[src/rtl/core/hpl_pkg.sv]
`timescale 1ns / 1ps
// ----------------------------------------------------------------------------
// hpl_pkg
// Shared widths, fixed-point constants and bus types of the helix path
// length pipeline.
// ----------------------------------------------------------------------------
package hpl_pkg;

  // Field widths
  localparam int COORD_W = 24;
  localparam int CURV_W  = 32;
  localparam int LEN_W   = 32;

  // Q30 fixed point
  localparam int Q_W = 31;
  localparam logic [Q_W-1:0] Q_ONE     = 31'h4000_0000;
  localparam logic [Q_W-1:0] INV_SQRT2 = 31'd759250124;
  localparam logic [Q_W-1:0] HALF_PI   = 31'd1686629713;

  localparam logic [LEN_W-1:0] LEN_MAX = '1;

  // Square root chain: one result bit per cell
  localparam int SQ_STEPS  = 34;
  localparam int SQ_ROOT_W = 34;
  localparam int SQ_RAD_W  = 2 * SQ_STEPS;
  localparam int SQ_REM_W  = SQ_ROOT_W + 2;

  // asin(v)/v series and divider chains
  localparam int SER_TERMS = 32;
  localparam int SUM_W     = 32;
  localparam int DCON_W    = 7;
  localparam int DIV_STEPS = 32;
  localparam int DIV_W     = 32;

  // Sideband carried alongside the chains
  localparam int SB_W = 128;

  typedef struct packed {
    logic clamped;
    logic kz;
    logic big;
  } flags_t;

  typedef struct packed {
    logic [COORD_W-1:0] az;
    logic [CURV_W-1:0]  ak;
  } a_sb_t;

  typedef struct packed {
    logic [31:0]        cf;
    logic [COORD_W-1:0] az;
    logic [Q_W-1:0]     u;
    flags_t             fl;
  } b_sb_t;

  typedef struct packed {
    logic [31:0]        cf;
    logic [COORD_W-1:0] az;
    logic [Q_W-1:0]     u;
    logic [Q_W-1:0]     w;
    flags_t             fl;
  } s_sb_t;

  typedef struct packed {
    logic [31:0]        cf;
    logic [COORD_W-1:0] az;
    logic [SUM_W-1:0]   gs;
    flags_t             fl;
  } d_sb_t;

  localparam int A_SB_W = $bits(a_sb_t);
  localparam int B_SB_W = $bits(b_sb_t);
  localparam int S_SB_W = $bits(s_sb_t);
  localparam int D_SB_W = $bits(d_sb_t);

  // Square root cell bus
  typedef struct packed {
    logic [SQ_RAD_W-1:0]  rad;
    logic [SQ_REM_W-1:0]  rem;
    logic [SQ_ROOT_W-1:0] root;
    logic [SB_W-1:0]      sb;
  } sq_t;

  // Series term bus
  typedef struct packed {
    logic [Q_W-1:0]   v2;
    logic [Q_W-1:0]   p;
    logic [SUM_W-1:0] sum;
    logic [SB_W-1:0]  sb;
  } ser_t;

  // Per-term divisors and their reciprocals (floor(2^31/d))
  typedef struct packed {
    logic [DCON_W-1:0] d1;
    logic [Q_W-1:0]    m1;
    logic [DCON_W-1:0] d2;
    logic [Q_W-1:0]    m2;
  } ser_k_t;

  // Divider cell bus
  typedef struct packed {
    logic [DIV_W-1:0] rem;
    logic [DIV_W-1:0] q;
    logic [DIV_W-1:0] nb;
    logic [Q_W-1:0]   dvsr;
    logic [SB_W-1:0]  sb;
  } dv_t;

  // Result transfer
  typedef struct packed {
    logic [LEN_W-1:0] path_length;
    logic             domain_clamped;
    logic             saturated;
  } res_t;

endpackage

[src/rtl/core/hpl_div_cell.sv]
`timescale 1ns / 1ps
// ----------------------------------------------------------------------------
// hpl_div_cell
// One step of restoring division: shifts in one dividend bit, decides one
// quotient bit and passes the partial remainder on.
// ----------------------------------------------------------------------------
module hpl_div_cell (
  input  logic         clk,
  input  logic         rst_n,
  input  logic         adv,
  input  logic         in_vld,
  input  hpl_pkg::dv_t in_d,
  output logic         out_vld,
  output hpl_pkg::dv_t out_d
);
  import hpl_pkg::*;

  logic [DIV_W-1:0] rs;
  logic             ge;
  dv_t              d_nxt;
  dv_t              d_r;
  logic             vld_r;

  // Remainder stays below the divisor, so its top bit is free
  always_comb begin
    rs         = {in_d.rem[DIV_W-2:0], in_d.nb[DIV_W-1]};
    ge         = (rs >= DIV_W'(in_d.dvsr));
    d_nxt.rem  = ge ? (rs - DIV_W'(in_d.dvsr)) : rs;
    d_nxt.q    = {in_d.q[DIV_W-2:0], ge};
    d_nxt.nb   = in_d.nb << 1;
    d_nxt.dvsr = in_d.dvsr;
    d_nxt.sb   = in_d.sb;
  end

  always_ff @(posedge clk) begin
    if (!rst_n) begin
      vld_r <= 1'b0;
    end else if (adv) begin
      vld_r <= in_vld;
    end
  end

  always_ff @(posedge clk) begin
    if (adv) begin
      d_r <= d_nxt;
    end
  end

  assign out_vld = vld_r;
  assign out_d   = d_r;

endmodule

[config.mk]
export PLATFORM = sky130hd
export DESIGN_NAME = hpl_div_cell
export DESIGN_NICKNAME = d
export VERILOG_FILES = /design/src/rtl/core/hpl_pkg.sv /design/src/rtl/core/hpl_div_cell.sv
export SDC_FILE = /design/constraint.sdc
export NUM_CORES = 1
export LEC_CHECK = 0
export CAP_MARGIN = 15
export CORE_AREA = 2 2 199 201
export DETAILED_ROUTE_END_ITERATION = 7
export DIE_AREA = 0 0 201 203
export DONT_BUFFER_PORTS = 1
export GPL_ROUTABILITY_DRIVEN = 0
export SLEW_MARGIN = 20
export SYNTH_ARGS = -nofsm -noshare
export SYNTH_HDL_FRONTEND = slang
export SYNTH_SLANG_ARGS = --single-unit
[constraint.sdc]
create_clock -name clk -period 8 [get_ports clk]
set_input_delay 1.6 -clock clk [delete_from_list [all_inputs] [get_ports clk]]
set_output_delay 1.6 -clock clk [all_outputs]
set_load 0.01 [all_outputs]
==> impl_metrics.tcl, run 1 <==
set metrics [dict create \
    htree_levels 1 \
    crit_path_start_kind "input pin" \
    end_kind "flop" \
    synth.distinct_cells 49 \
    finalPower_mw 3.213 \
    ys_warn_count 0 \
    drc 0 \
    vias_per_cell 4.662 \
    finalMaxSlewViolations 0 \
    fp.dieW_um 201 \
    peakVddDrop_mv 0.1611 \
    cts_hold_buffers 0 \
    io_buffer_count 0 \
    post-route-min-period_ps 4821 \
    antenna_cells 0 \
    yosys_register_bits 255 \
    status "finished, final reports clean" \
    dp_hpwl_mm 23.95 \
    worstPathMaxFanout 47 \
    antenna_found_initial 6 \
    finalSetupViolCount 0 \
    hold_viol_final 0 \
    clkTransAtPathRegs_ps 60 \
    reg2reg_from "out_vld" \
    core_area_sq_mm 0.03847 \
    drt_first_pass_iters 4 \
    hold_path.class "flop to flop" \
    die_y_um 203 \
    cts_buffer_depth 3 \
    crit_path_start "in_d[133]" \
    fmax_ghz 0.2074 \
    gr-total-overflow 0 \
    worstPathRequired_ps 8390 \
    min_path_cells 2 \
    synthFlopType "edfxtp_1" \
    die_area_sq_mm 0.04080 \
    clkLatencyLatePin_ps 550 \
    final_layout_size_suffix_gt1_share_pct 8.841 \
    synthesis.nets 918 \
    vias 5473 \
    cts_setup_buffers 0 \
    numCtsBuffers 28 \
    root_buffer "clkbuf_16" \
    placed_area_sq_mm 0.01047 \
    rsz0062_at_grt "no" \
    skew_ps 0 \
    nets 927 \
    cts_tree "done" \
    start_util_pct 25.88 \
    io_pins 515 \
    criticalPathCategory "input pin to flop" \
    synth_area_sq_mm 0.009957 \
    grt_max_degree 256 \
    synth_cells 627 \
    powerDensity_mw_per_mm2 282.8 \
    syn_to_final_growth_pct 14.12 \
    final.setup.tns_ps 0 \
    grt_usage_pct 14.70 \
    worst_pin_slew_ps 776.2 \
    routed_wl_mm 32.00 \
    p_leak_nw 3.956 \
    synthArstFlopShare_pct 0 \
    relSlewSlack_pct 48.19 \
    finalCritPeriodShare_pct 60.26 \
    drt_iter0_drc 456 \
    stdcell_area_sq_mm 0.01136 \
    grt_pass1_vias 5352 \
    drtAntennaViolNets 0 \
    synth_edf_count 254 \
    grt_pass1_wl_mm 42.66 \
    r2r.worst_path.cells 2 \
    cts.sinks 255 \
    ys_seq_area_share_pct 76.80 \
    critPathArrivalTime_ps 5210 \
    max-cap-violations 0 \
    cts_resized 0 \
    hold_start "out_vld" \
    synth.avg_cell_area_sq_um 15.88 \
    wl_per_cell_um 27.25 \
    rows 72 \
]
-- flip-flops by register name, indices dropped and copies added, names as in the netlist --
name / count
out_d: 254
out_vld: 1
-- final cells by class --
class,count,area (sq um)
well taps,518,648.1
inverters,38,143.9
clock inverters,17,151.4
fillers,3807,27100
clock buffers,33,740.7
multi-input cells,313,2032
flip-flops and latches,255,7647
-- where the power goes --
part           internal (mW)  switching (mW)  leakage [nW]
registers               1.62           0.134          2.49
logic                 0.0751           0.119          1.03
clock network          0.726           0.542         0.427
-- per-stage QoR --
stage	instances	hold WS [ps]	setup slack, ps	utilization, %
2_1_floorplan	627	538.3	3828	-
3_3_place_gp	1124	580.9	2503	27.22
3_5_place_dp	1124	597.0	2458	27.22
4_1_cts	1174	605.7	3064	29.54
5_1_grt	1174	625.8	2791	29.54
6_report	1174	594.7	3179	29.54
-- synth_stat cells, types with 9 or more instances --
master / n / area share [%]
edfxtp_1: 254 / 77
a21oi_1: 47 / 2.4
nor2_1: 38 / 1.4
inv_1: 37 / 1.4
ha_1: 31 / 3.9
nand2_1: 31 / 1.2
o21ai_0: 30 / 1.5
xor2_1: 17 / 1.5
clkbuf_1: 10 / 0.38
nand3_1: 10 / 0.50
xnor2_1: 10 / 0.88
a21o_1: 9 / 0.68
nor3_1: 9 / 0.45
-- cell families after synthesis --
family | count (synthesis) | share of synthesized area, %
compound gates | 126 | 7.690
xor+xnor | 27 | 2.375
fa+ha+maj | 32 | 4.096
buf+inv | 59 | 2.790
flops | 255 | 76.80
mux | 2 | 0.2136
other cells | 1 | 0.03766
simple gates | 125 | 5.994
-- worst max-delay path, stage by stage --
cell	delay, ps
inv_1	20
ha_1	360
a21o_1	250
or3_1	330
o211ai_1	330
a31oi_1	140
o21ai_1	140
and2_1	610
clkinv_2	830
o2111a_1	400
a211oi_2	190
-- path summary, 6_finish.rpt --
check	end	slack (ps)
worst min-delay path	out_vld	590
worst max-delay path	out_d[250]	3180
worst max register to register	out_vld	7330
worst min register to register	out_vld	590
-- metal layers --
layer / share of wire [%] / GRT usage, % / vias to the layer above
met5: 0.16 / 0 / -
met4: 2.0 / 3.862 / 8
met3: 10 / 6.372 / 49
met2: 51 / 25.91 / 323
met1: 36 / 16.18 / 2729
li1: - / - / 2364
-- placed cells by master (no fill, tap or decap), types with 4 or more instances in the layout --
cell type	count
nand3_1	10
and3_1	4
a21oi_2	7
o211ai_1	5
nand4_1	6
o21ai_0	30
a31oi_1	6
clkbuf_1	4
a21o_1	9
clkbuf_16	29
nand2_1	31
a21oi_1	47
nor3_1	9
edfxtp_1	254
nand2b_1	6
xnor2_1	10
ha_1	31
o21a_1	6
inv_1	37
nor2_2	7
nor2_1	38
xor2_1	17
clkinv_2	4
clkinv_1	5
(Power assumes the default switching activity.)
==> run 2, diff against run 1 <==
- clock period: 8 -> 4.7 ns (I/O delays scaled with it)
==> run 2 against run 1 <==
Die area did not move. Combinational power rose by 74%. First-iteration DRC count fell by 25%. Non-clock buffer count rose by 5. Sequential cell count did not move. Cell count rose by 0.68%. Highest routed layer unchanged.
==> impl_metrics.tcl, run 2 (synthesis gave the netlist of run 1 again) <==
set metrics [dict create \
    status "finished, final reports clean" \
    r2r.worst_path.cells 2 \
    fmax_ghz 0.2952 \
    finalMaxSlewViolations 0 \
    clkTransAtPathRegs_ps 60 \
    seq_power_share_pct 53.5 \
    criticalPathCategory "input pin to flop" \
    cts_buffer_depth 3 \
    grt_max_degree 256 \
    grt_usage_pct 14.63 \
    post-route-min-period_ps 3387 \
    clockPowerShare_pct 40.4 \
    syn_to_final_growth_pct 15.02 \
    skew_ps 0 \
    htree_levels 1 \
    swShare_pct 24.09 \
    numCtsBuffers 29 \
    final_layout_size_suffix_gt1_share_pct 9.653 \
    worstPathRequired_ps 5000 \
    cts_tree "done" \
    combPwrFrac_pct 6.1 \
    die_area_sq_mm 0.04080 \
    grt_pass1_wl_mm 42.88 \
    hold_path.class "input pin to flop" \
    cts_hold_buffers 0 \
    vias 5486 \
    critPathArrivalTime_ps 3680 \
    relSlewSlack_pct 63.70 \
    routed_wl_mm 31.80 \
    layout_common_cells "254 x edfxtp_1, 47 x a21oi_1, 38 x nor2_1" \
    max-cap-violations 0 \
    worstPathMaxFanout 35 \
    hold_viol_final 0 \
    core_area_sq_mm 0.03847 \
    cts.sinks 255 \
    worstPathCellList "inv_1 > ha_1 > nand4_1 > or3_1 > or4_1 > a31oi_1 > o21ai_1 > and2_1 > clkinv_2 > buf_4 > a21oi_2" \
    rsz0062_at_grt "no" \
    crit_path_start_kind "input pin" \
    io_buffer_count 0 \
    drt_iter0_drc 344 \
    antenna_found_initial 3 \
    worst_path_largest_cell_delay_ps 540 \
    wl_per_cell_um 26.90 \
    start_util_pct 25.88 \
    drc 0 \
    finalSetupViolCount 0 \
    dp_hpwl_mm 23.82 \
    post-route-util_pct 29.77 \
    die_y_um 203 \
    p_leak_nw 4.008 \
    fp.dieW_um 201 \
    end_kind "flop" \
    drt_first_pass_iters 7 \
    powerDensity_mw_per_mm2 487.3 \
    final.setup.tns_ps 0 \
    clkLatencyLatePin_ps 540 \
    finalPower_mw 5.580 \
    worst_pin_slew_ps 538.9 \
    nets 933 \
    switching_power_mw 1.344 \
    intPower_mw 4.236 \
    root_buffer "clkbuf_16" \
    gr-total-overflow 0 \
    grt_pass1_vias 5350 \
    final_common_cell "edfxtp_1" \
    rows 72 \
    vias_per_cell 4.641 \
    cts_resized 0 \
    cp_slowest_cell "or4_1" \
    io_pins 515 \
    finalCritPeriodShare_pct 72.07 \
    largest_register_ffs 254 \
    drtAntennaViolNets 0 \
    min_path_cells 0 \
    cts_setup_buffers 0 \
    peakVddDrop_mv 0.2792 \
]
[run 2: cell types whose count changed in the layout (fill, tap and decap cells not counted)]
cell / previous run / this run
buf_4: 0 / 5
clkinv_4: 3 / 1
clkinvlp_4: 3 / 2
clkbuf_1: 4 / 5
diode_2: 0 / 1
clkinv_2: 4 / 6
bufinv_16: 2 / 4
[run 2: critical path: cells and delay by family]
family	cells	cell delay, ps
buffers and inverters	3	680
AO/OA/AOI/OAI	3	340
AND/OR/NAND/NOR	4	1310
adder cells (fa/ha/maj)	1	410
[run 2: layout make-up]
type | instances | area (sq um)
inverters | 38 | 143.9
clock buffers | 34 | 744.5
multi-input cells | 313 | 2032
fillers | 3811 | 27010
well taps | 518 | 648.1
clock inverters | 18 | 196.4
diodes | 1 | 2.502
flip-flops and latches | 255 | 7647
repair buffers | 5 | 37.54
[run 2: metrics by stage]
stage               instance area (sq um)  hold WS, ps  std cells  setup WS [ps]
floorplan                            9957        538.3        627           1188
global placement                    10510        580.8       1129          725.3
detailed placement                  10510        596.1       1129          730.0
CTS                                 11450        436.7       1181           1327
global route                        11450        439.6       1181           1114
finish                              11450        483.9       1182           1313
[run 2: layer usage]
| layer | wire length, um | GRT usage (%) | up-vias |
|---|---|---|---|
| met5 | 22 | 0 | - |
| met4 | 430 | 2.884 | 4 |
| met3 | 3045 | 5.409 | 38 |
| met2 | 16580 | 26.26 | 310 |
| met1 | 11720 | 16.70 | 2746 |
| li1 | - | - | 2388 |
[run 2: worst paths after layout]
| kind | start | to | slack (ps) |
|---|---|---|---|
| worst max-delay path | in_d[138] | out_d[247] | 1310 |
| worst min-delay path | in_d[88] | out_d[88] | 480 |
| worst max register to register | out_vld | out_vld | 4020 |
| worst min register to register | out_vld | out_vld | 600 |
[run 2: power groups by stage]
stage	Combinational (mW)	Clock [mW]	Sequential (mW)
4_1_cts	0.341	2.34	3.00
2_1_floorplan	0.269	0	2.95
3_3_place_gp	0.334	0	3.04
5_1_grt	0.383	2.42	3.00
3_5_place_dp	0.338	0	3.04
6_report	0.338	2.26	2.98
