File: config.mk
export PLATFORM = sky130hd
export DESIGN_NAME = hpl_sqrt_cell
export DESIGN_NICKNAME = d
export VERILOG_FILES = /design/src/rtl/core/hpl_pkg.sv /design/src/rtl/core/hpl_sqrt_cell.sv
export SDC_FILE = /design/constraint.sdc
export NUM_CORES = 1
export LEC_CHECK = 0
export ABC_AREA = 1
export BUFFER_PORTS_ARGS = -buffer_cell sky130_fd_sc_hd__clkbuf_2
export CAP_MARGIN = 10
export CORE_AREA = 4 4 206 208
export DETAILED_ROUTE_END_ITERATION = 8
export DIE_AREA = 0 0 210 212
export HOLD_SLACK_MARGIN = 0.02
export PLACE_DENSITY_LB_ADDON = 0.08
export SYNTH_ARGS = -nofsm -noshare
export SYNTH_HDL_FRONTEND = slang
export SYNTH_SLANG_ARGS = --single-unit
File: constraint.sdc
create_clock -name clk -period 5.1 [get_ports clk]
set_input_delay 1.02 -clock clk [delete_from_list [all_inputs] [get_ports clk]]
set_output_delay 1.02 -clock clk [all_outputs]
set_load 0.02 [all_outputs]
File: src/rtl/core/hpl_pkg.sv
`timescale 1ns / 1ps
// ----------------------------------------------------------------------------
// hpl_pkg
// Shared widths, fixed-point constants and bus types of the helix path
// length pipeline.
// ----------------------------------------------------------------------------
package hpl_pkg;

  // Field widths
  localparam int COORD_W = 24;
  localparam int CURV_W  = 32;
  localparam int LEN_W   = 32;

  // Q30 fixed point
  localparam int Q_W = 31;
  localparam logic [Q_W-1:0] Q_ONE     = 31'h4000_0000;
  localparam logic [Q_W-1:0] INV_SQRT2 = 31'd759250124;
  localparam logic [Q_W-1:0] HALF_PI   = 31'd1686629713;

  localparam logic [LEN_W-1:0] LEN_MAX = '1;

  // Square root chain: one result bit per cell
  localparam int SQ_STEPS  = 34;
  localparam int SQ_ROOT_W = 34;
  localparam int SQ_RAD_W  = 2 * SQ_STEPS;
  localparam int SQ_REM_W  = SQ_ROOT_W + 2;

  // asin(v)/v series and divider chains
  localparam int SER_TERMS = 32;
  localparam int SUM_W     = 32;
  localparam int DCON_W    = 7;
  localparam int DIV_STEPS = 32;
  localparam int DIV_W     = 32;

  // Sideband carried alongside the chains
  localparam int SB_W = 128;

  typedef struct packed {
    logic clamped;
    logic kz;
    logic big;
  } flags_t;

  typedef struct packed {
    logic [COORD_W-1:0] az;
    logic [CURV_W-1:0]  ak;
  } a_sb_t;

  typedef struct packed {
    logic [31:0]        cf;
    logic [COORD_W-1:0] az;
    logic [Q_W-1:0]     u;
    flags_t             fl;
  } b_sb_t;

  typedef struct packed {
    logic [31:0]        cf;
    logic [COORD_W-1:0] az;
    logic [Q_W-1:0]     u;
    logic [Q_W-1:0]     w;
    flags_t             fl;
  } s_sb_t;

  typedef struct packed {
    logic [31:0]        cf;
    logic [COORD_W-1:0] az;
    logic [SUM_W-1:0]   gs;
    flags_t             fl;
  } d_sb_t;

  localparam int A_SB_W = $bits(a_sb_t);
  localparam int B_SB_W = $bits(b_sb_t);
  localparam int S_SB_W = $bits(s_sb_t);
  localparam int D_SB_W = $bits(d_sb_t);

  // Square root cell bus
  typedef struct packed {
    logic [SQ_RAD_W-1:0]  rad;
    logic [SQ_REM_W-1:0]  rem;
    logic [SQ_ROOT_W-1:0] root;
    logic [SB_W-1:0]      sb;
  } sq_t;

  // Series term bus
  typedef struct packed {
    logic [Q_W-1:0]   v2;
    logic [Q_W-1:0]   p;
    logic [SUM_W-1:0] sum;
    logic [SB_W-1:0]  sb;
  } ser_t;

  // Per-term divisors and their reciprocals (floor(2^31/d))
  typedef struct packed {
    logic [DCON_W-1:0] d1;
    logic [Q_W-1:0]    m1;
    logic [DCON_W-1:0] d2;
    logic [Q_W-1:0]    m2;
  } ser_k_t;

  // Divider cell bus
  typedef struct packed {
    logic [DIV_W-1:0] rem;
    logic [DIV_W-1:0] q;
    logic [DIV_W-1:0] nb;
    logic [Q_W-1:0]   dvsr;
    logic [SB_W-1:0]  sb;
  } dv_t;

  // Result transfer
  typedef struct packed {
    logic [LEN_W-1:0] path_length;
    logic             domain_clamped;
    logic             saturated;
  } res_t;

endpackage

File: src/rtl/core/hpl_sqrt_cell.sv
`timescale 1ns / 1ps
// ----------------------------------------------------------------------------
// hpl_sqrt_cell
// One step of a restoring integer square root: brings in two radicand bits
// and decides one root bit, then hands the partial result to the next cell.
// ----------------------------------------------------------------------------
module hpl_sqrt_cell (
  input  logic         clk,
  input  logic         rst_n,
  input  logic         adv,
  input  logic         in_vld,
  input  hpl_pkg::sq_t in_d,
  output logic         out_vld,
  output hpl_pkg::sq_t out_d
);
  import hpl_pkg::*;

  logic [SQ_REM_W-1:0] rem_s;
  logic [SQ_REM_W-1:0] trial;
  logic                ge;
  sq_t                 d_nxt;
  sq_t                 d_r;
  logic                vld_r;

  // Trial subtract of (4*root + 1)
  always_comb begin
    rem_s      = {in_d.rem[SQ_REM_W-3:0], in_d.rad[SQ_RAD_W-1 -: 2]};
    trial      = {in_d.root, 2'b01};
    ge         = (rem_s >= trial);
    d_nxt.rad  = in_d.rad << 2;
    d_nxt.rem  = ge ? (rem_s - trial) : rem_s;
    d_nxt.root = {in_d.root[SQ_ROOT_W-2:0], ge};
    d_nxt.sb   = in_d.sb;
  end

  always_ff @(posedge clk) begin
    if (!rst_n) begin
      vld_r <= 1'b0;
    end else if (adv) begin
      vld_r <= in_vld;
    end
  end

  always_ff @(posedge clk) begin
    if (adv) begin
      d_r <= d_nxt;
    end
  end

  assign out_vld = vld_r;
  assign out_d   = d_r;

endmodule

==> results.toml, run 1 <==
[detailed_routing]
viasPerCell = 4.201
wl_per_cell_microns = 20.18
first_pass_iters = 5
drtIter0Drc = 567
num_vias = 8738
drc = 0
drtAntennaViolNets = 0
drt_wl_total_mm = 41.96

[final_layout]
final_layout_size_suffix_gt1_share_pct = 39.43
finalNetCount = 1829
final_cell_mix = "clkbuf_2, nand2_1, edfxtp_1"
seq_area_sq_um = 7948
area_growth_pct = 37.60
final_area_sq_um = 15540
multi_input_area_sq_um = 2695
layout_commonest_cell = "clkbuf_2"
nFillCells = 4183

[setup_path]
cp_max_fo = 39
crit_chain = "clkbuf_2 -> inv_1 -> ha_1 -> nand2_1 -> nor2_2 -> nand2_1 -> nor2_1 -> nand2_1 -> nand2_1 -> a21oi_1 -> nand2_4 -> inv_2 -> nand2_1 -> nand2_1"
required_ps = 5400
worstPathArrival_ps = 3510
slowest_stage = "nand2_4"
cpPeakStageDelay_ps = 430
reg2reg_from = "out_vld"
critPathCaptureType = "register"
path_class = "in -> reg"
cpMostUsedCell = "nand2_1"
startpoint = "in_d[144]"
start_kind = "input port"

[global_route]
grt.total_usage_pct = 17.78
antenna_found_initial = 7
grt_pass1_wl_mm = 58.91
grt_max_degree = 120
grt_pass1_vias = 8726
overflow = 0

[power]
vdd_ir_drop_max_v = 0.0002347
cellLeakagePower_nw = 7.520
p_per_area_nw_per_um2 = 372.3

[synthesis]
ys_ff_latch = 265
synthesis.area_sq_um = 11290
synth_cell_types = 30
synth_area_per_cell_sq_um = 11.75
seq_area_frac_synth_pct = 70.38
synth.yosys.warnings = 0
syn_inst = 961

[clocking]
clk-insertion-delay-late_ps = 550
clock_sinks = 265
clk_path_buf_depth = 3
post-cts-setup-buffer-count = 0
clkSlewWorstSetupHoldPaths_ps = 60
cts_resized = 0
cts_tree = "done"
root_buffer = "clkbuf_16"
ctsHoldBuffers = 0
cts_made_buffers = 31
cts_htree_levels = 1

[hold_path]
hold_start = "out_vld"
holdCritPathClass = "reg -> reg"

[timing]
finalClockSkew_ps = 0
rsz0062_at_grt = "false"
setup_viol = 0
setup_tns_ps = 0
worstMarginPinSlew_ps = 932.9
setup_slack_ps = 1893
min_period_ps = 3207
period_share_pct = 62.89
whs_ps = 550.9
fmax_mhz = 311.8
drv_slew = 0
relSlewSlack_pct = 37.81
finalHoldViolations = 0

[status]
status = "completed"

[die]
start_util_pct = 27.84
fp.coreArea_sq_um = 40550
die_h_microns = 212
dieArea_sq_um = 44520
die_w_microns = 210
pin_count = 537
placementRows = 74

[place]
port_buffers = 532
hpwl_mm = 34.49
place.gp.congestion = 0.8469
placed_area_sq_um = 14590
dp_slack_ps = 1226

[run]
max_cap_violations = 0
==> Yosys cell counts (all sizes together) <==
cell type | instances | area (sq um)
nand2 | 322 | 1236
edfxtp | 264 | 7928
inv | 150 | 563.0
nor2 | 55 | 229.0
ha | 36 | 450.4
nand3 | 35 | 225.2
a21oi | 29 | 148.9
xor2 | 18 | 157.7
o21ai | 16 | 83.83
buf | 9 | 86.33
nor3 | 8 | 40.04
nand3b | 7 | 52.55
o21bai | 4 | 30.03
nand4 | 3 | 18.77
clkinv | 1 | 3.750
conb | 1 | 3.750
dfxtp | 1 | 20.02
nor4 | 1 | 6.260
xnor2 | 1 | 8.760
==> per-layer routing <==
layer | GRT usage (%) | routed length, microns
met5 | 0 | 92
met3 | 5.445 | 3407
met2 | 32.15 | 21740
met1 | 20.95 | 16010
met4 | 3.825 | 718
==> logic make-up after synthesis <==
family,share of synthesized area (%)
AOI/OAI and AO/OA,2.327
and+or+nand+nor,16.01
other,0.03321
xor gates and xnor gates,1.474
DFF,70.38
adders and majority gates,3.989
buffers and inverters,5.784
==> critical path: cells and delay by family <==
family	cells	cell delay, ps
AOI/OAI and AO/OA	1	90
buffers and inverters	3	680
and+or+nand+nor	9	1340
adders and majority gates	1	360
==> flip-flops by register name (all words and copies together) (netlist names) <==
name,flops
out_d,264
out_vld,1
==> worst paths after layout <==
check,endpoint,slack [ps],depth (start not counted)
max,out_d[192],1890,14
min,out_vld,550,2
max reg2reg,out_vld,4460,2
min reg2reg,out_vld,550,2
==> per-stage QoR <==
stage | total power, W | std cells | util, %
after CTS | 0.005896 | 2079 | 38.31
after detailed placement | 0.003770 | 2022 | 35.97
after floorplan | 0.003287 | 962 | -
after global routing | 0.006081 | 2079 | 38.31
after global placement | 0.003766 | 2022 | 35.97
final | 0.005784 | 2080 | 38.31
==> power breakdown <==
| group | total [W] | internal, W | switching, W | leakage, nW |
|---|---|---|---|---|
| Clock | 0.00208 | 0.00120 | 0.000877 | 0.459 |
| Sequential | 0.00267 | 0.00262 | 0.0000484 | 2.59 |
| Combinational | 0.00104 | 0.000320 | 0.000715 | 4.47 |
==> area by class of cell <==
cell class | count | share of cell area (%)
clock buffer | 35 | 5.089
inverter | 151 | 3.648
timing repair buffer | 537 | 17.44
sequential | 265 | 51.15
multi-input combinational | 537 | 17.35
antenna | 1 | 0.01611
clock inverter | 22 | 1.023
tap | 532 | 4.284
No activity file was read; power rests on OpenSTA's default activity.
==> run 2, diff against run 1 <==
--- a/config.mk
+++ b/config.mk
@@ -5,12 +5,12 @@
 export SDC_FILE = /design/constraint.sdc
 export NUM_CORES = 1
 export LEC_CHECK = 0
-export ABC_AREA = 1
+export ABC_AREA = 0
 export BUFFER_PORTS_ARGS = -buffer_cell sky130_fd_sc_hd__clkbuf_2
 export CAP_MARGIN = 10
-export CORE_AREA = 4 4 206 208
+export CORE_AREA = 4 4 209 211
 export DETAILED_ROUTE_END_ITERATION = 8
-export DIE_AREA = 0 0 210 212
+export DIE_AREA = 0 0 213 215
 export HOLD_SLACK_MARGIN = 0.02
 export PLACE_DENSITY_LB_ADDON = 0.08
 export SYNTH_ARGS = -nofsm -noshare
==> constraint.sdc (replaced) <==
create_clock -name clk -period 2.9 [get_ports clk]
set_input_delay 0.58 -clock clk [delete_from_list [all_inputs] [get_ports clk]]
set_output_delay 0.58 -clock clk [all_outputs]
set_load 0.02 [all_outputs]
==> run 2 against run 1 <==
Effect of this change:
- clock power up 76%
- non-clock buffer count grew 110
- register-to-register slack got worse by 2100 ps
- final area up 2.9%
- clock skew unchanged
- sequential cell count did not move
- utilization hardly changed
- sequential power grew 76%
- die area rose by 2.9%
- largest power group unchanged
- critical path depth unchanged
- sequential share of layout area is 1.4 points lower
- final cell count decreased by 11%
==> results.toml, run 2 <==
[status]
status = "completed"

[power]
switching_power_w = 0.002781
comb_power_share_pct = 19.6
seq_power_share_pct = 45.1
clkPwrFrac_pct = 35.3
cellLeakagePower_nw = 7.179
p_int_w = 0.007624
p_per_area_nw_per_um2 = 650.8
swShare_pct = 26.72
vdd_ir_drop_max_v = 0.0004582

[final_layout]
layout_commonest_cell = "clkbuf_2"
finalNetCount = 1600
final_layout_size_suffix_gt1_share_pct = 57.01
area_growth_pct = 51.51
largest_register_ffs = 264
final_cell_mix = "clkbuf_2, edfxtp_1, buf_4"
fin_cells = 1854

[synthesis]
ys_ff_latch = 265
synth.area.top_cells = "edfxtp_1, ha_1, mux2_2, inv_1, xnor2_1"
synth-main-ff-cell = "edfxtp_1"
synth_commonest_cells = "edfxtp_1, inv_1, ha_1, a21oi_1, mux2_2"
synth_edf_count = 264
synthArstFlopShare_pct = 0
syn_inst = 627
synth_cell_types = 60
synth.yosys.warnings = 0
synth_area_per_cell_sq_um = 16.83
yosysMostFrequentCell = "edfxtp_1"
seq_area_frac_synth_pct = 75.31
synthesis.area_sq_um = 10550
yosysTopAreaCellShare_pct = 75.12
yosysTopAreaCell = "edfxtp_1"

[die]
die_h_microns = 215
dieArea_sq_um = 45800
start_util_pct = 25.27
fp.coreArea_sq_um = 41760
placementRows = 75
die_w_microns = 213
pin_count = 537

[setup_path]
cpPeakStageDelay_ps = 340
start_kind = "input port"
r2r_slack_ps = 2320
crit_chain = "clkbuf_4 -> inv_12 -> ha_4 -> nor2b_4 -> o31a_1 -> o31ai_4 -> and2b_1 -> o21ai_2 -> a211oi_4 -> a221oi_4 -> o22ai_4 -> buf_12 -> buf_4 -> mux2_2"
crit_family = "compound AO/OA/AOI/OAI gates"
path_depth = 14
required_ps = 3220
worstRegToRegCells = 2
path_class = "in -> reg"
worstPathArrival_ps = 3150
slowest_stage = "mux2_2"
crit_buf_inv = 4
critPathCaptureType = "register"
cp_max_fo = 7

[hold_path]
holdCritPathClass = "in -> reg"
holdPathStages = 1

[place]
post-place-cells = 1796
port_buffers = 532
place.gp.congestion = 0.8048
hpwl_mm = 31.07

[timing]
setup_viol = 0
worstMarginPinSlew_ps = 507.2
period_share_pct = 97.68
drv_slew = 0
fmax_mhz = 353.0
finalHoldViolations = 0
whs_ps = 183.5
relSlewSlack_pct = 66.18
min_period_ps = 2833
finalClockSkew_ps = 0

[clocking]
clkSlewWorstSetupHoldPaths_ps = 60
root_buffer = "clkbuf_16"
clock_sinks = 265
clk_path_buf_depth = 3
ctsHoldBuffers = 0
cts_made_buffers = 30
clk-insertion-delay-late_ps = 570
cts_htree_levels = 1
cts_tree = "done"

[global_route]
grt_pass1_vias = 8065
grt_max_degree = 54
overflow = 0
antenna_found_initial = 11
grt_pass1_wl_mm = 53.71
grt.total_usage_pct = 15.69

[detailed_routing]
first_pass_iters = 4
drc = 0
num_vias = 7834
viasPerCell = 4.225
drt_wl_total_mm = 38.07
drtAntennaViolNets = 0
wl_per_cell_microns = 20.53
drtIter0Drc = 379

[run]
max_cap_violations = 0
[run 2: cell count changes after synthesis, moves of 8 or more]
cell / change
nor2_1: -26
nand2_1: -292
a21o_1: +17
xnor2_1: +19
nand3_2: -10
inv_1: -99
nand3_1: -19
mux2_2: +27
nand2_2: -8
[run 2: metal layers]
metal	part of all wire [%]	GRT usage (%)	wire length (microns)	vias to the layer above
met1	37	17.12	13900	3741
met4	2.2	3.285	850	16
met3	9.0	5.892	3422	56
li1	-	-	-	3732
met2	52	28.88	19790	289
met5	0.27	0	102	-
[run 2: final timing paths]
kind | startpoint | end
setup / recovery | in_d[128] | out_d[191]
hold / removal | in_d[42] | out_d[42]
setup reg to reg | out_vld | out_vld
hold reg to reg | out_vld | out_vld
[run 2: repair_timing]
| item | CTS | global route |
|---|---|---|
| buffers inserted | 0 | 4 |
| endpoints found under the setup margin | 0 | 32 |
| endpoints found under the hold margin | 0 | 0 |
| resized for setup | 0 | 11 |
[run 2: cells by family after synthesis]
family / count (synthesis) / synth area share, %
buffers and inverters: 60 / 2.466
other: 1 / 0.03554
AOI/OAI and AO/OA: 115 / 7.553
adders and majority gates: 36 / 4.268
xor gates and xnor gates: 32 / 2.656
muxes: 37 / 3.889
DFF: 265 / 75.31
and+or+nand+nor: 81 / 3.818
[run 2: power groups by stage]
stage                     logic (W)  clock network, W  registers [W]
final                       0.00204           0.00367        0.00470
after global routing        0.00220           0.00399        0.00473
after CTS                   0.00205           0.00382        0.00470
after detailed placement    0.00204                 0        0.00478
after global placement      0.00204                 0        0.00477
after floorplan            0.000592                 0        0.00522
[run 2: layout make-up]
type / instances / area (sq um)
well taps: 539 / 674.4
multi-input cells: 303 / 2579
clock inverters: 10 / 146.4
repair buffers: 647 / 3656
flip-flops and latches: 265 / 7948
fillers: 4137 / 25770
diodes: 3 / 7.507
inverters: 47 / 188.9
clock buffers: 40 / 788.3
[run 2: stage by stage]
| stage | setup TNS, ps | setup slack, ps | utilization (%) | total power (W) | area [sq um] |
|---|---|---|---|---|---|
| 3_3_place_gp | -18630 | -544.8 | 35.78 | 0.006816 | 14940 |
| 2_1_floorplan | -6225 | -244.3 | - | 0.005808 | 10770 |
| 3_5_place_dp | -19530 | -602.0 | 35.78 | 0.006815 | 14940 |
| 6_report | 0 | 67.28 | 38.29 | 0.01040 | 15990 |
| 4_1_cts | 0 | 2.785 | 38.01 | 0.01057 | 15870 |
| 5_1_grt | -107.6 | -28.74 | 38.27 | 0.01092 | 15980 |
==> run 3, diff against run 2 <==
--- a/config.mk
+++ b/config.mk
@@ -12,7 +12,7 @@
 export DETAILED_ROUTE_END_ITERATION = 8
 export DIE_AREA = 0 0 213 215
 export HOLD_SLACK_MARGIN = 0.02
-export PLACE_DENSITY_LB_ADDON = 0.08
+export PLACE_DENSITY = 0.56
 export SYNTH_ARGS = -nofsm -noshare
 export SYNTH_HDL_FRONTEND = slang
 export SYNTH_SLANG_ARGS = --single-unit
==> run 3 against run 2 <==
Effect of this change:
- routed wire length up 5.1%
- sequential share of layout area up 0.20 points
- utilization decreased by 0.16 points
- global-route usage grew 0.71 points
- hold slack got worse by 18 ps
- largest power group unchanged
- non-clock buffer count is 3 lower
- clock skew unchanged
- register-to-register slack got worse by 40 ps
- power is 1.2% higher
- worst setup slack improved by 41 ps
- combinational power barely moved
==> results.toml, run 3 (synthesis gave the netlist of run 2 again) <==
[timing]
finalHoldViolations = 0
min_period_ps = 2792
period_share_pct = 96.28
fmax_mhz = 358.1
setup_viol = 0
whs_ps = 165.5
finalClockSkew_ps = 0
rsz0062_at_grt = "false"
drv_slew = 0

[power]
seq_power_share_pct = 44.8
p_int_w = 0.007587
swShare_pct = 27.92
comb_power_share_pct = 19.1
p_per_area_nw_per_um2 = 661.0
clkPwrFrac_pct = 36.1
cellLeakagePower_nw = 7.154
switching_power_w = 0.002938
vdd_ir_drop_max_v = 0.0004075

[die]
die_h_microns = 215
dieArea_sq_um = 45800
placementRows = 75
start_util_pct = 25.27
fp.coreArea_sq_um = 41760
pin_count = 537
die_w_microns = 213

[global_route]
grt_pass1_wl_mm = 55.80
grt.total_usage_pct = 16.40
grt_max_degree = 68
grt_pass1_vias = 8311
overflow = 0
antenna_found_initial = 9

[run]
max_cap_violations = 0

[clocking]
clk_path_buf_depth = 3
cts_made_buffers = 31
clkSlewWorstSetupHoldPaths_ps = 70
cts_htree_levels = 1
clk-insertion-delay-late_ps = 590
root_buffer = "clkbuf_16"
cts_tree = "done"
clock_sinks = 265

[place]
place.gp.congestion = 0.8666
hpwl_mm = 32.35
port_buffers = 532

[final_layout]
largest_register_ffs = 264
multi_input_area_sq_um = 2555
final_cell_mix = "clkbuf_2, edfxtp_1, buf_4"
finalNetCount = 1598
nFillCells = 4020
post-route-util_pct = 38.13
final_layout_size_suffix_gt1_share_pct = 56.80
layout_commonest_cell = "clkbuf_2"
area_growth_pct = 50.89
seq_area_sq_um = 7948

[setup_path]
startpoint = "in_d[128]"
crit_buf_inv = 3
slowest_stage = "or3_1"
cpPeakStageDelay_ps = 370
path_class = "in -> reg"
crit_chain = "clkbuf_2 -> inv_12 -> ha_4 -> buf_4 -> nor2_1 -> o31a_1 -> o211a_1 -> o21ai_2 -> a2bb2oi_2 -> a311o_1 -> nor4b_1 -> or3_1 -> mux2_2"
r2r_slack_ps = 2280
start_kind = "input port"
cp_max_fo = 4
worstPathArrival_ps = 3120
required_ps = 3230
crit_family = "compound AO/OA/AOI/OAI gates"
critPathCaptureType = "register"
reg2reg_from = "out_vld"

[status]
status = "completed"

[detailed_routing]
viasPerCell = 4.280
drc = 0
num_vias = 7953
drtIter0Drc = 529
wl_per_cell_microns = 21.54
first_pass_iters = 4
drtAntennaViolNets = 0
drt_wl_total_mm = 40.02

[hold_path]
hold_start = "in_d[85]"
holdCritPathClass = "in -> reg"
==> run 3: changes by cell type in the layout (fill, tap and decap cells not counted), sizes merged <==
cell,before,now
buf,115,113
bufinv,3,2
clkbuf,572,569
clkinv,7,12
clkinvlp,0,4
diode,3,2
inv,47,49
==> run 3: area by class of cell <==
type | instances | share of cell area (%)
sequential | 265 | 49.91
timing repair buffer | 644 | 22.46
multi-input combinational | 303 | 16.05
clock buffer | 38 | 5.037
tap | 539 | 4.235
inverter | 47 | 1.187
clock inverter | 20 | 1.092
antenna | 2 | 0.03143
==> run 3: repair_timing <==
item | CTS | global route
setup endpoints to repair | 0 | 15
resized for setup | 0 | 2
endpoints found under the hold margin | 0 | 0
buffers inserted | 0 | 1
hold buffers | 0 | 0
==> run 3: path summary, 6_finish.rpt <==
check          endpoint  depth (start not counted)
min reg2reg     out_vld                          2
min           out_d[85]                          1
max reg2reg     out_vld                          2
max          out_d[197]                         13
==> run 3: through the flow <==
step                      instances  TNS, ps  instance area, sq um  setup slack [ps]  power, W
after floorplan                 628    -6225                 10770            -244.3  0.005808
after global placement         1797   -15840                 14920            -487.9  0.006809
after detailed placement       1797   -16800                 14920            -529.7  0.006824
after CTS                      1855        0                 15900             80.19   0.01068
after global routing           1856        0                 15920             17.87   0.01100
final                          1858        0                 15920             107.9   0.01053
==> run 3: per-layer routing <==
metal | wire [microns] | GRT usage (%)
met1 | 14450 | 17.90
met2 | 20210 | 29.43
met3 | 4067 | 6.650
met4 | 1175 | 4.187
met5 | 113 | 0
==> run 3: power by group through the flow <==
stage                     registers, W  logic [W]  clock network [W]
after floorplan                0.00522   0.000592                  0
after global placement         0.00479    0.00202                  0
after detailed placement       0.00479    0.00203                  0
after CTS                      0.00472    0.00204            0.00392
after global routing           0.00475    0.00216            0.00409
final                          0.00471    0.00201            0.00380
